<file path="src/rtl/bad_ram.sv">
// ----------------------------------------------------------------------------
// bad_ram
// Generic single-write, single-read RAM with registered read data.
// ----------------------------------------------------------------------------
module bad_ram #(
   parameter int WIDTH = 8,
   parameter int DEPTH = 16
) (
   input  logic                     clock,
   input  logic                     wr_en,
   input  logic [$clog2(DEPTH)-1:0] wr_addr,
   input  logic [WIDTH-1:0]         wr_data,
   input  logic [$clog2(DEPTH)-1:0] rd_addr,
   output logic [WIDTH-1:0]         rd_data
);

   logic [WIDTH-1:0] mem [DEPTH];
   logic [WIDTH-1:0] rd_data_ff;

   // write port and registered read port
   always_ff @(posedge clock) begin
      if (wr_en) begin
         mem[wr_addr] <= wr_data;
      end
      rd_data_ff <= mem[rd_addr];
   end

   assign rd_data = rd_data_ff;

endmodule

</file>
<file path="config.mk">
export PLATFORM = sky130hd
export DESIGN_NAME = bad_ram
export DESIGN_NICKNAME = d
export VERILOG_FILES = /design/src/rtl/bad_ram.sv
export SDC_FILE = /design/constraint.sdc
export NUM_CORES = 1
export LEC_CHECK = 0
export ABC_AREA = 1
export BUFFER_PORTS_ARGS = -buffer_cell sky130_fd_sc_hd__buf_2
export CAP_MARGIN = 20
export CORE_MARGIN = 5
export CORE_UTILIZATION = 46
export CTS_CLUSTER_SIZE = 25
export DETAILED_ROUTE_END_ITERATION = 16
export SYNTH_ARGS = -nofsm -noshare
export SYNTH_HDL_FRONTEND = slang
export SYNTH_SLANG_ARGS = --single-unit
</file>
<file path="constraint.sdc">
create_clock -name clock -period 1.79 [get_ports clock]
set_input_delay 0.4475 -clock clock [delete_from_list [all_inputs] [get_ports clock]]
set_output_delay 0.4475 -clock clock [all_outputs]
set_load 0.005 [all_outputs]
</file>
==> out/qor.csv <==
stage,metric,value,unit
floorplan,chip width,122,um
routing,DRT iter0 DRCs,340,
final_layout,Diodes inserted,0,
clock_tree,# clock sinks,136,
timing,final setup margin,448,ps
final_layout,Layout Area Growth over Synthesis,17.4,%
timing,final setup vio count,0,
routing,average wire per standard cell,16.6,um
placed_design,DP Wirelength,8180,um
setup_path,CP required,1340,ps
clock_tree,Clock Latency Late Sink,420,ps
synthesis,Synth Warn #,0,
grt,GR Util All Layers,0.186,
setup_path,Top delay family on crit path,flip-flops,
setup_path,CP max FO,1,
setup_path,CP Launch Type,flip-flop,
clock_tree,CTS Buf Count,17,
synthesis,register area share after synthesis,0.694,
grt,initial antenna violation count,0,
routing,antenna-violating nets left,0,
synthesis,post-synth top area cell,edfxtp_1,
synthesis,synthesized cell area,0.00577,sq mm
min_path,Hold Path Sink,mem[8][3],
placed_design,DP Worst Slack,278,ps
grt,largest net degree at the start of global routing,65,
routing,routed wire length,12900,um
timing,Final Max Tran Viols,0,
timing,Final min period,1340,ps
run,max-cap violation count,0,
clock_tree,clk buf depth,2,
floorplan,std cell rows,41,
power,leakage,2.95,nW
floorplan,die footprint,0.0149,sq mm
min_path,Hold Crit Start,wr_data[3],
timing,Final Skew,12.4,ps
setup_path,R2R Path End,rd_data[2],
clock_tree,Post-CTS Resized,0,
clock_tree,clock slew at reported path FFs,60,ps
clock_tree,Post-CTS Setup Inserts,0,
timing,part of the cycle the worst path needs,0.750,
floorplan,Ports,26,
final_layout,Final Util,0.543,
grt,GRT overflow,0,
setup_path,Setup CP Type,flip-flop to primary output,
outcome,outcome,"complete, no violations",
setup_path,CP Capture Type,primary output,
final_layout,Final nets,615,
power,VDD IR max,0.592,mV
grt,vias in the first global route,3667,
setup_path,CP Cell Sequence,buf_2,
routing,# DRC,0,
clock_tree,hold_buf cts,0,
synthesis,Mapped Nets,569,
synthesis,Mean Syn Cell Area,10.5,sq um
setup_path,R2R Setup Slk,760,ps
timing,Worst-Margin Slew,406,ps
timing,RSZ-0062 raised after global routing,no,
min_path,hold path depth,1,
final_layout,fraction of layout cells with a size suffix above 1,0.133,
setup_path,"slowest stage delay, CP",350,ps
clock_tree,H-tree depth,4,
timing,final hold violation count,0,
synthesis,Mapped Cells,551,
synthesis,synth unique cells,12,
clock_tree,CTS tree,yes,
routing,via/cell ratio,4.87,
routing,drt first pass iters,5,
timing,hold slack,444,ps
min_path,Hold WC Path Type,input port to flip-flop,
clock_tree,Clk Tree Root Cell,clkbuf_16,
floorplan,die height,122,um
synthesis,Yosys reg bits,136,
grt,first-pass GRT wire length,20200,um
floorplan,Initial Util,0.463,
synthesis,area share of the largest cell type after synthesis,0.667,
setup_path,worst reg2reg path startpoint,mem[3][2],
routing,via count,3802,
timing,Setup TNS,0,ps
placed_design,Port Buf Inserts,25,
setup_path,CP Data Arrival Time,890,ps
synthesis,synth top area cells,"edfxtp_1 (67%), nand2_1 (11%), nand3_1 (8.4%), inv_1 (6.5%), dfxtp_1 (2.8%)",
power,pwr dens,1100,mW/mm^2
placed_design,gpl congestion,0.824,
setup_path,"slowest stage cell, crit path",dfxtp_1,
timing,Max-Slew Margin vs Limit,0.729,
setup_path,CP bufs+invs,1,
setup_path,Worst Reg-to-Reg Cells,6,
floorplan,core box area,0.0125,sq mm
timing,maximum clock frequency,745,MHz
-- area by class of cell --
class                      count  area (sq um)
clock buffer                  17           425
timing repair buffer          51           370
clock inverter                13           158
sequential                   136          4000
fill                        1072          5700
tap                          172           215
inverter                     102           383
multi-input combinational    289          1210
-- report_power, final --
group          switching [mW]  internal [mW]  leakage (nW)
Clock                    1.27           2.16         0.280
Combinational           0.306          0.141          1.45
Sequential             0.0200           3.56          1.22
-- state kept, by name, indices dropped and copies added, names as in the netlist --
signal   cells
mem        128
rd_data      8
-- cells in the mapped netlist --
cell      instances
dfxtp_1           8
nand3_1          97
inv_1           100
buf_2            13
nand3b_1          2
nor2_1           17
nand2_1         173
buf_4             4
edfxtp_1        128
buf_6             6
buf_1             1
inv_2             2
-- placed cells by master, fill, tap and decap left out, drive strengths merged --
master,netlist,final
nand3,97,97
buf,24,51
clkbuf,0,17
clkinv,0,8
inv,102,102
nand2,173,173
dfxtp,8,8
nor2,17,17
edfxtp,128,128
nand3b,2,2
clkinvlp,0,2
bufinv,0,3
-- cell families (layout without fill, tap and decap cells) --
logic type             count (synthesis)  in the layout  share of synthesized area
AND/OR/NAND/NOR                      289            289                      0.210
flip-flops                           136            136                      0.694
buffers and inverters                126            183                     0.0952
-- worst max path at each step --
| stage | start | to | depth (start not counted) |
|---|---|---|---|
| detailed placement | rd_addr[0] | rd_data[2] | 7 |
| floorplan | wr_addr[2] | mem[10][0] | 2 |
| global placement | rd_addr[0] | rd_data[2] | 7 |
| CTS | rd_data[5] | rd_data[5] | 1 |
| global route | rd_data[5] | rd_data[5] | 1 |
| finish | rd_data[5] | rd_data[5] | 1 |
-- through the flow --
step	area (sq um)	cells	total power, mW
2_1_floorplan	5770	551	3.90
3_3_place_gp	6190	750	4.09
3_5_place_dp	6190	750	4.10
4_1_cts	6770	780	7.52
5_1_grt	6770	780	7.71
6_report	6770	780	7.46
-- per-layer routing --
metal  track usage  up-vias  wire [um]
met5             0        -          0
met4        0.0686        0        321
met3        0.0487       25        917
met2         0.291      122       5900
met1         0.252     1789       5800
li1              -     1866          -
(Power assumes the default switching activity.)
