File: config.mk
export PLATFORM = sky130hd
export DESIGN_NAME = bad_div
export DESIGN_NICKNAME = d
export VERILOG_FILES = /design/src/rtl/bad_div.sv
export SDC_FILE = /design/constraint.sdc
export NUM_CORES = 1
export LEC_CHECK = 0
export CELL_PAD_IN_SITES_DETAIL_PLACEMENT = 0
export CELL_PAD_IN_SITES_GLOBAL_PLACEMENT = 1
export CORE_UTILIZATION = 40
export CTS_CLUSTER_DIAMETER = 120
export DETAILED_ROUTE_END_ITERATION = 8
export DONT_BUFFER_PORTS = 1
export PLACE_DENSITY = 0.64
export SYNTH_ARGS = -nofsm -noshare
export SYNTH_HDL_FRONTEND = slang
export SYNTH_SLANG_ARGS = --single-unit
File: constraint.sdc
create_clock -name clock -period 4.55 [get_ports clock]
set_input_delay 0.91 -clock clock [delete_from_list [all_inputs] [get_ports clock]]
set_output_delay 0.91 -clock clock [all_outputs]
set_load 0.03 [all_outputs]
File: src/rtl/bad_div.sv
// ----------------------------------------------------------------------------
// bad_div
// Restoring divider, one quotient bit per cycle, quotient and remainder.
// ----------------------------------------------------------------------------
module bad_div #(
   parameter int NUM_W = 25,
   parameter int DEN_W = 9
) (
   input  logic             clock,
   input  logic             reset,
   input  logic             start,
   input  logic [NUM_W-1:0] num,
   input  logic [DEN_W-1:0] den,
   output logic             done,
   output logic [NUM_W-1:0] quo,
   output logic [DEN_W-1:0] rem
);

   localparam int CNT_W = $clog2(NUM_W + 1);

   logic             busy_ff, busy_in;
   logic             done_ff, done_in;
   logic [CNT_W-1:0] cnt_ff, cnt_in;
   logic [NUM_W-1:0] q_ff, q_in;
   logic [DEN_W-1:0] r_ff, r_in;
   logic [DEN_W-1:0] d_ff, d_in;
   logic [DEN_W:0]   trial;

   // one shift-subtract step per cycle
   always_comb begin
      busy_in = busy_ff;
      done_in = 1'b0;
      cnt_in  = cnt_ff;
      q_in    = q_ff;
      r_in    = r_ff;
      d_in    = d_ff;
      trial   = {r_ff, q_ff[NUM_W-1]};
      if (start) begin
         busy_in = 1'b1;
         cnt_in  = CNT_W'(NUM_W);
         q_in    = num;
         r_in    = '0;
         d_in    = den;
      end else if (busy_ff) begin
         if (trial >= {1'b0, d_ff}) begin
            r_in = DEN_W'(trial - {1'b0, d_ff});
            q_in = {q_ff[NUM_W-2:0], 1'b1};
         end else begin
            r_in = DEN_W'(trial);
            q_in = {q_ff[NUM_W-2:0], 1'b0};
         end
         cnt_in = cnt_ff - CNT_W'(1);
         if (cnt_ff == CNT_W'(1)) begin
            busy_in = 1'b0;
            done_in = 1'b1;
         end
      end
   end

   always_ff @(posedge clock) begin
      if (reset) begin
         busy_ff <= 1'b0;
         done_ff <= 1'b0;
         cnt_ff  <= '0;
      end else begin
         busy_ff <= busy_in;
         done_ff <= done_in;
         cnt_ff  <= cnt_in;
      end
      q_ff <= q_in;
      r_ff <= r_in;
      d_ff <= d_in;
   end

   assign done = done_ff;
   assign quo  = q_ff;
   assign rem  = r_ff;

endmodule

==> results of run 1 <==
==> cell type report <==
class | count | area share (%)
clock buffers | 5 | 2.63
clock inverters | 2 | 1.29
inverters | 17 | 2.44
well taps | 75 | 3.58
flip-flops and latches | 50 | 51.2
multi-input cells | 122 | 38.8
==> synth_stat cells, types with 2 or more instances <==
| cell | count | area (µm²) |
|---|---|---|
| edfxtp_1 | 34 | 1020 |
| a21oi_1 | 6 | 30.0 |
| nand2_1 | 8 | 30.0 |
| xor2_1 | 8 | 70.1 |
| mux2_2 | 25 | 282 |
| mux2i_1 | 6 | 60.1 |
| inv_1 | 17 | 63.8 |
| dfxtp_1 | 16 | 320 |
| clkbuf_1 | 4 | 15.0 |
| a31oi_1 | 2 | 12.5 |
| ha_1 | 11 | 138 |
| nand3_1 | 6 | 30.0 |
| o21ai_0 | 2 | 10.0 |
| nor3_1 | 4 | 20.0 |
| nor2_1 | 14 | 52.6 |
| o311ai_0 | 2 | 17.5 |
| a32oi_1 | 2 | 17.5 |
| nand2b_1 | 2 | 12.5 |
==> cell families after synthesis <==
| group | after synthesis |
|---|---|
| mux | 31 |
| simple gates | 43 |
| flops | 50 |
| buf+inv | 24 |
| fa+ha+maj | 12 |
| compound gates | 27 |
| xor+xnor | 9 |
==> stage by stage <==
step	util, %	std cells	power (mW)
floorplan	-	196	0.725
global placement	42.5	264	0.744
detailed placement	42.5	264	0.749
CTS	44.2	271	1.05
global route	44.2	271	1.08
finish	44.2	271	1.04
==> final timing paths <==
kind / end / depth (start not counted) / slack [ps]
worst max-delay path: rem[7] / 9 / 1600
worst min register to register: cnt_ff[1] / 2 / 530
worst max register to register: rem[7] / 9 / 1600
worst min-delay path: cnt_ff[1] / 2 / 530
==> routing by layer <==
metal / global-route usage [%] / routed length (µm)
met3: 5.91 / 378
met2: 25.8 / 2270
met5: 0 / 0
met1: 18.0 / 2000
met4: 5.36 / 41
==> registers in the layout (all words and copies together), names as in the netlist <==
register,cells
busy_ff,1
d_ff,9
quo,25
done,1
cnt_ff,5
rem,9
==> report_power, final <==
group          internal, mW  switching [mW]
registers             0.533          0.0823
clock network         0.159           0.138
logic                0.0577          0.0655
==> worst reg2reg max path, cell delays in order, from the launching register on <==
cell and delay [ps]:
edfxtp_1 560, inv_1 110, ha_1 160, inv_1 60, fa_1 410, a211oi_2 310
o31ai_4 140, a211oi_4 680, nand2_1 130, a32o_1 260
==> impl_metrics.csv, run 1 <==
group,metric,value,unit
run_status,outcome,"completed",
yosys,yosysWarnings,0,
drt,ant_nets,0,
yosys,synth_compound_area_share,8.98,%
drt,num_vias,1507,
setup_path,slowest_stage,"a211oi_4",
finish,multi_input_area,1020,µm²
setup_path,startpoint,"quo[24]",
setup_path,worst_ep_arrival_time,3140,ps
setup_path,crit_buf_inv,2,
yosys,synth_mux_area_share,13.9,%
die,die_w,80.3,µm
yosys,synth_top_family_by_area,"multiplexers",
global_routing,overflow,0,
clock_network,clock_sinks,50,
sta,tightestPinTransition,978,ps
die,design.core.area,5920,µm²
sta,hold_viol_final,0,
die,start_util,41.4,%
yosys,async_flop_share,0,%
global_routing,grt_pass1_wl,7410,µm
yosys,synth_nets,245,
drt,drc,0,
global_routing,grt_start_max_net_pins,45,
global_routing,grt_use_total,15.4,%
setup_path,path_cells,"inv_1, ha_1, inv_1, fa_1, a211oi_2, o31ai_4, a211oi_4, nand2_1, a32o_1",
clock_network,clock_latency,300,ps
global_routing,antenna_found_initial,0,
sta,setup_viol,0,
drt,firstDrtPassIters,4,
finish,stdcell_area,2620,µm²
sta,period_share,64.8,%
yosys,postSynthCellCount,196,
sta,min_period,2950,ps
sta,slew_headroom,34.7,%
yosys,synthesis.area,2450,µm²
power,p_per_area,395,nW/µm²
finish,nNetsFinal,245,
setup_path,end_kind,"register",
finish,diodes,0,
clock_network,clockRootBuffer,"clkbuf_8",
clock_network,cts_setup_buffers,0,
sta,rsz0062_at_grt,"false",
placement,hpwl,3340,µm
drt,wl,4690,µm
clock_network,ctsResizeCount,0,
drt,vias_per_cell,5.56,
yosys,yosysSeqAreaShare,54.7,%
clock_network,clock_path_buffers,2,
setup_path,path_class,"reg2reg",
clock_network,cts_inserted_buffers,5,
drt,initialDrtViolationCount,83,
placement,post-place-ws,1620,ps
setup_path,r2r_start,"quo[24]",
yosys,synth_area_per_cell,12.5,µm²
flow_run,cap_violations,0,
setup_path,worst_setup_path_start_kind,"register",
finish,layout_commonest_cell,"edfxtp_1",
setup_path,required,4740,ps
clock_network,cts_tree,"yes",
worst_hold_path,min_path_type,"reg2reg",
yosys,synth_xor_area_share,3.21,%
placement,dpl_cell_area,2520,µm²
yosys,synth_edf_count,34,
setup_path,slowest_delay,680,ps
yosys,ys_seq_elements,50,
setup_path,crit_top_cell,"inv_1",
die,die_y,80.3,µm
sta,fin_hold_ws,527,ps
finish,drive_gt1_share,18.9,%
sta,finalMaxSlewViolations,0,
die,std_cell_rows,28,
finish,area_delta_synth_final,6.73,%
yosys,ys_types,45,
sta,fmax,0.339,GHz
clock_network,cts_hold_buf,0,
die,dieArea,6450,µm²
sta,fin_tns_setup,0,ps
power,p_leak,1.02,nW
yosys,yosys.area_share.adder,6.43,%
drt,wl_per_cell,17.3,µm
placement,portBuffers,0,
die,ioPinCount,72,
clock_network,cts.reportedPaths.clkPinSlew,90,ps
setup_path,crit_family,"compound AO/OA/AOI/OAI gates",
clock_network,ctsHtreeMaxLevel,2,
yosys,yosys.area_share.simple,8.92,%
yosys,synth_ff_type,"edfxtp_1",
global_routing,first_global_vias,1573,
power,peakVddDrop,0.176,mV
finish,layout_common_cells,"edfxtp_1, mux2_2, inv_1",
placement,gp_congestion,0.823,
worst_hold_path,worstHoldStart,"cnt_ff[1]",
sta,skew,7.21,ps
sta,finalWorstSetupSlack,1600,ps
finish,regArea,1340,µm²
setup_path,path_max_fanout,15,
finish,fillCellCount,533,
(Power assumes the default switching activity.)
==> run 2, diff against run 1 <==
Settings changed: ABC_AREA set to 1, PLACE_DENSITY 0.64 to 0.71.
Clock period 4.55 ns to 2.5 ns, I/O delays scaled along.
==> impl_metrics.csv, run 2 <==
group,metric,value,unit
clock_network,clock_path_buffers,2,
drt,ant_nets,0,
finish,drive_gt1_share,12.5,%
finish,multi_input_area,1100,µm²
power,peakVddDrop,0.393,mV
power,p_int,1.28,mW
yosys,ys_types,28,
setup_path,path_max_fanout,11,
die,std_cell_rows,29,
clock_network,cts_setup_buffers,0,
sta,min_period,2110,ps
yosys,synth_edf_count,34,
yosys,yosysSeqAreaShare,50.3,%
power,power_switching,534,µW
setup_path,end_kind,"register",
sta,hold_viol_final,0,
die,ioPinCount,72,
yosys,synth_ff_type,"edfxtp_1",
clock_network,clockRootBuffer,"clkbuf_8",
drt,drc,0,
yosys,async_flop_share,0,%
setup_path,path_cells,"inv_1, ha_1, inv_1, fa_1, nand4_2, nand2_1, nand2_2, nand2_2, nand2_1, nand3_1, nand2_1",
power,finalPower,1.81,mW
yosys,synth_nets,373,
clock_network,clock_latency,300,ps
clock_network,cts.reportedPaths.clkPinSlew,80,ps
global_routing,first_global_vias,2003,
finish,diodes,0,
drt,wl,5480,µm
yosys,yosysTopAreaCellShare,38.3,%
setup_path,crit_top_cell,"nand2_1",
power,seq_power_share,60.4,%
setup_path,crit_family,"simple AND/OR/NAND/NOR gates",
placement,portBuffers,0,
placement,hpwl,4100,µm
power,clkPwrFrac,26.7,%
sta,period_share,84.5,%
sta,fin_hold_ws,256,ps
die,die_w,83.7,µm
sta,slew_headroom,73.6,%
power,p_leak,1.48,nW
drt,initialDrtViolationCount,98,
sta,finalMaxSlewViolations,0,
drt,wl_per_cell,13.3,µm
die,die_y,83.7,µm
yosys,yosysWarnings,0,
drt,num_vias,1979,
setup_path,worst_setup_path_start_kind,"register",
yosys,synth_most_common_cell,"nand2_1",
yosys,synth_area_per_cell,8.24,µm²
yosys,synthesis.area,2670,µm²
finish,nNetsFinal,383,
clock_network,ctsResizeCount,0,
clock_network,ctsHtreeMaxLevel,2,
die,dieArea,7000,µm²
worst_hold_path,min_path_type,"in2reg",
finish,regArea,1340,µm²
placement,gp_congestion,0.785,
sta,tightestPinTransition,396,ps
power,p_per_area,625,nW/µm²
finish,fillCellCount,641,
setup_path,worst_ep_arrival_time,2360,ps
global_routing,overflow,0,
flow_run,cap_violations,0,
global_routing,grt_start_max_net_pins,40,
finish,layout_common_cells,"nand2_1, inv_1, edfxtp_1",
sta,fin_tns_setup,0,ps
die,start_util,41.8,%
finish,largest_reg_flops,25,
run_status,outcome,"completed",
yosys,synth_area_leaders,"edfxtp_1, nand2_1, dfxtp_1",
global_routing,grt_pass1_wl,9240,µm
drt,firstDrtPassIters,4,
finish,utilization,45.3,%
yosys,ys_top_cells_by_count,"nand2_1, inv_1, edfxtp_1",
yosys,ys_seq_elements,50,
power,p_sw_share,29.5,%
setup_path,required,2750,ps
clock_network,cts_hold_buf,0,
clock_network,cts_inserted_buffers,5,
setup_path,crit_buf_inv,2,
setup_path,slowest_delay,440,ps
yosys,postSynthCellCount,324,
clock_network,clock_sinks,50,
finish,area_delta_synth_final,8.49,%
sta,fmax,0.473,GHz
global_routing,antenna_found_initial,0,
setup_path,slowest_stage,"fa_1",
sta,rsz0062_at_grt,"false",
finish,layout_commonest_cell,"nand2_1",
drt,vias_per_cell,4.80,
clock_network,cts_tree,"yes",
yosys,synth_top_cell_by_area,"edfxtp_1",
sta,setup_viol,0,
setup_path,path_class,"reg2reg",
global_routing,grt_use_total,16.7,%
die,design.core.area,6390,µm²
sta,skew,5.53,ps
power,p_comb_share,12.9,%
-- run 2: final cells by class --
type / instances / share of cell area [%]
multi-input combinational: 219 / 38.0
inverter: 45 / 5.83
sequential: 50 / 46.3
timing repair buffer: 13 / 3.37
clock inverter: 1 / 0.173
tap: 77 / 3.33
clock buffer: 7 / 2.98
-- run 2: final timing paths --
kind	from	endpoint	slack, ps	depth (start not counted)
max	quo[24]	rem[3]	390	11
min	reset	cnt_ff[3]	260	1
max reg2reg	quo[24]	rem[3]	390	11
min reg2reg	cnt_ff[4]	cnt_ff[4]	480	2
-- run 2: per-layer routing --
layer	global-route usage, %	wire, µm
met5	0	0
met4	5.55	67
met3	5.14	350
met2	28.2	2530
met1	20.3	2530
-- run 2: kinds of logic (layout without fill, tap and decap cells) --
group | count (synthesis) | after routing | synth area share (%)
xor+xnor | 3 | 3 | 0.985
buf+inv | 55 | 66 | 8.53
simple gates | 190 | 190 | 31.3
compound gates | 14 | 14 | 3.00
fa+ha+maj | 12 | 12 | 5.91
flops | 50 | 50 | 50.3
-- run 2: worst reg2reg max path, stage by stage, from the launching register on --
cell and delay, ps:
edfxtp_1 390, inv_1 100, ha_1 140, inv_1 70
fa_1 440, nand4_2 120, nand2_1 80, nand2_2 260
nand2_2 190, nand2_1 120, nand3_1 80, nand2_1 70
-- run 2: metrics by stage --
stage / cell area [µm²] / instances / worst slack [ps]
floorplan: 2670 / 324 / 488
global placement: 2800 / 404 / 443
detailed placement: 2800 / 404 / 401
CTS: 2900 / 412 / 376
global route: 2900 / 412 / 185
finish: 2900 / 412 / 387
-- run 2: power by group through the flow --
stage,registers [mW],logic [mW],clock network [mW]
final,1.09,0.234,0.483
after global routing,1.10,0.269,0.526
after CTS,1.09,0.238,0.504
after detailed placement,1.11,0.238,0
after global placement,1.11,0.237,0
after floorplan,1.11,0.180,0
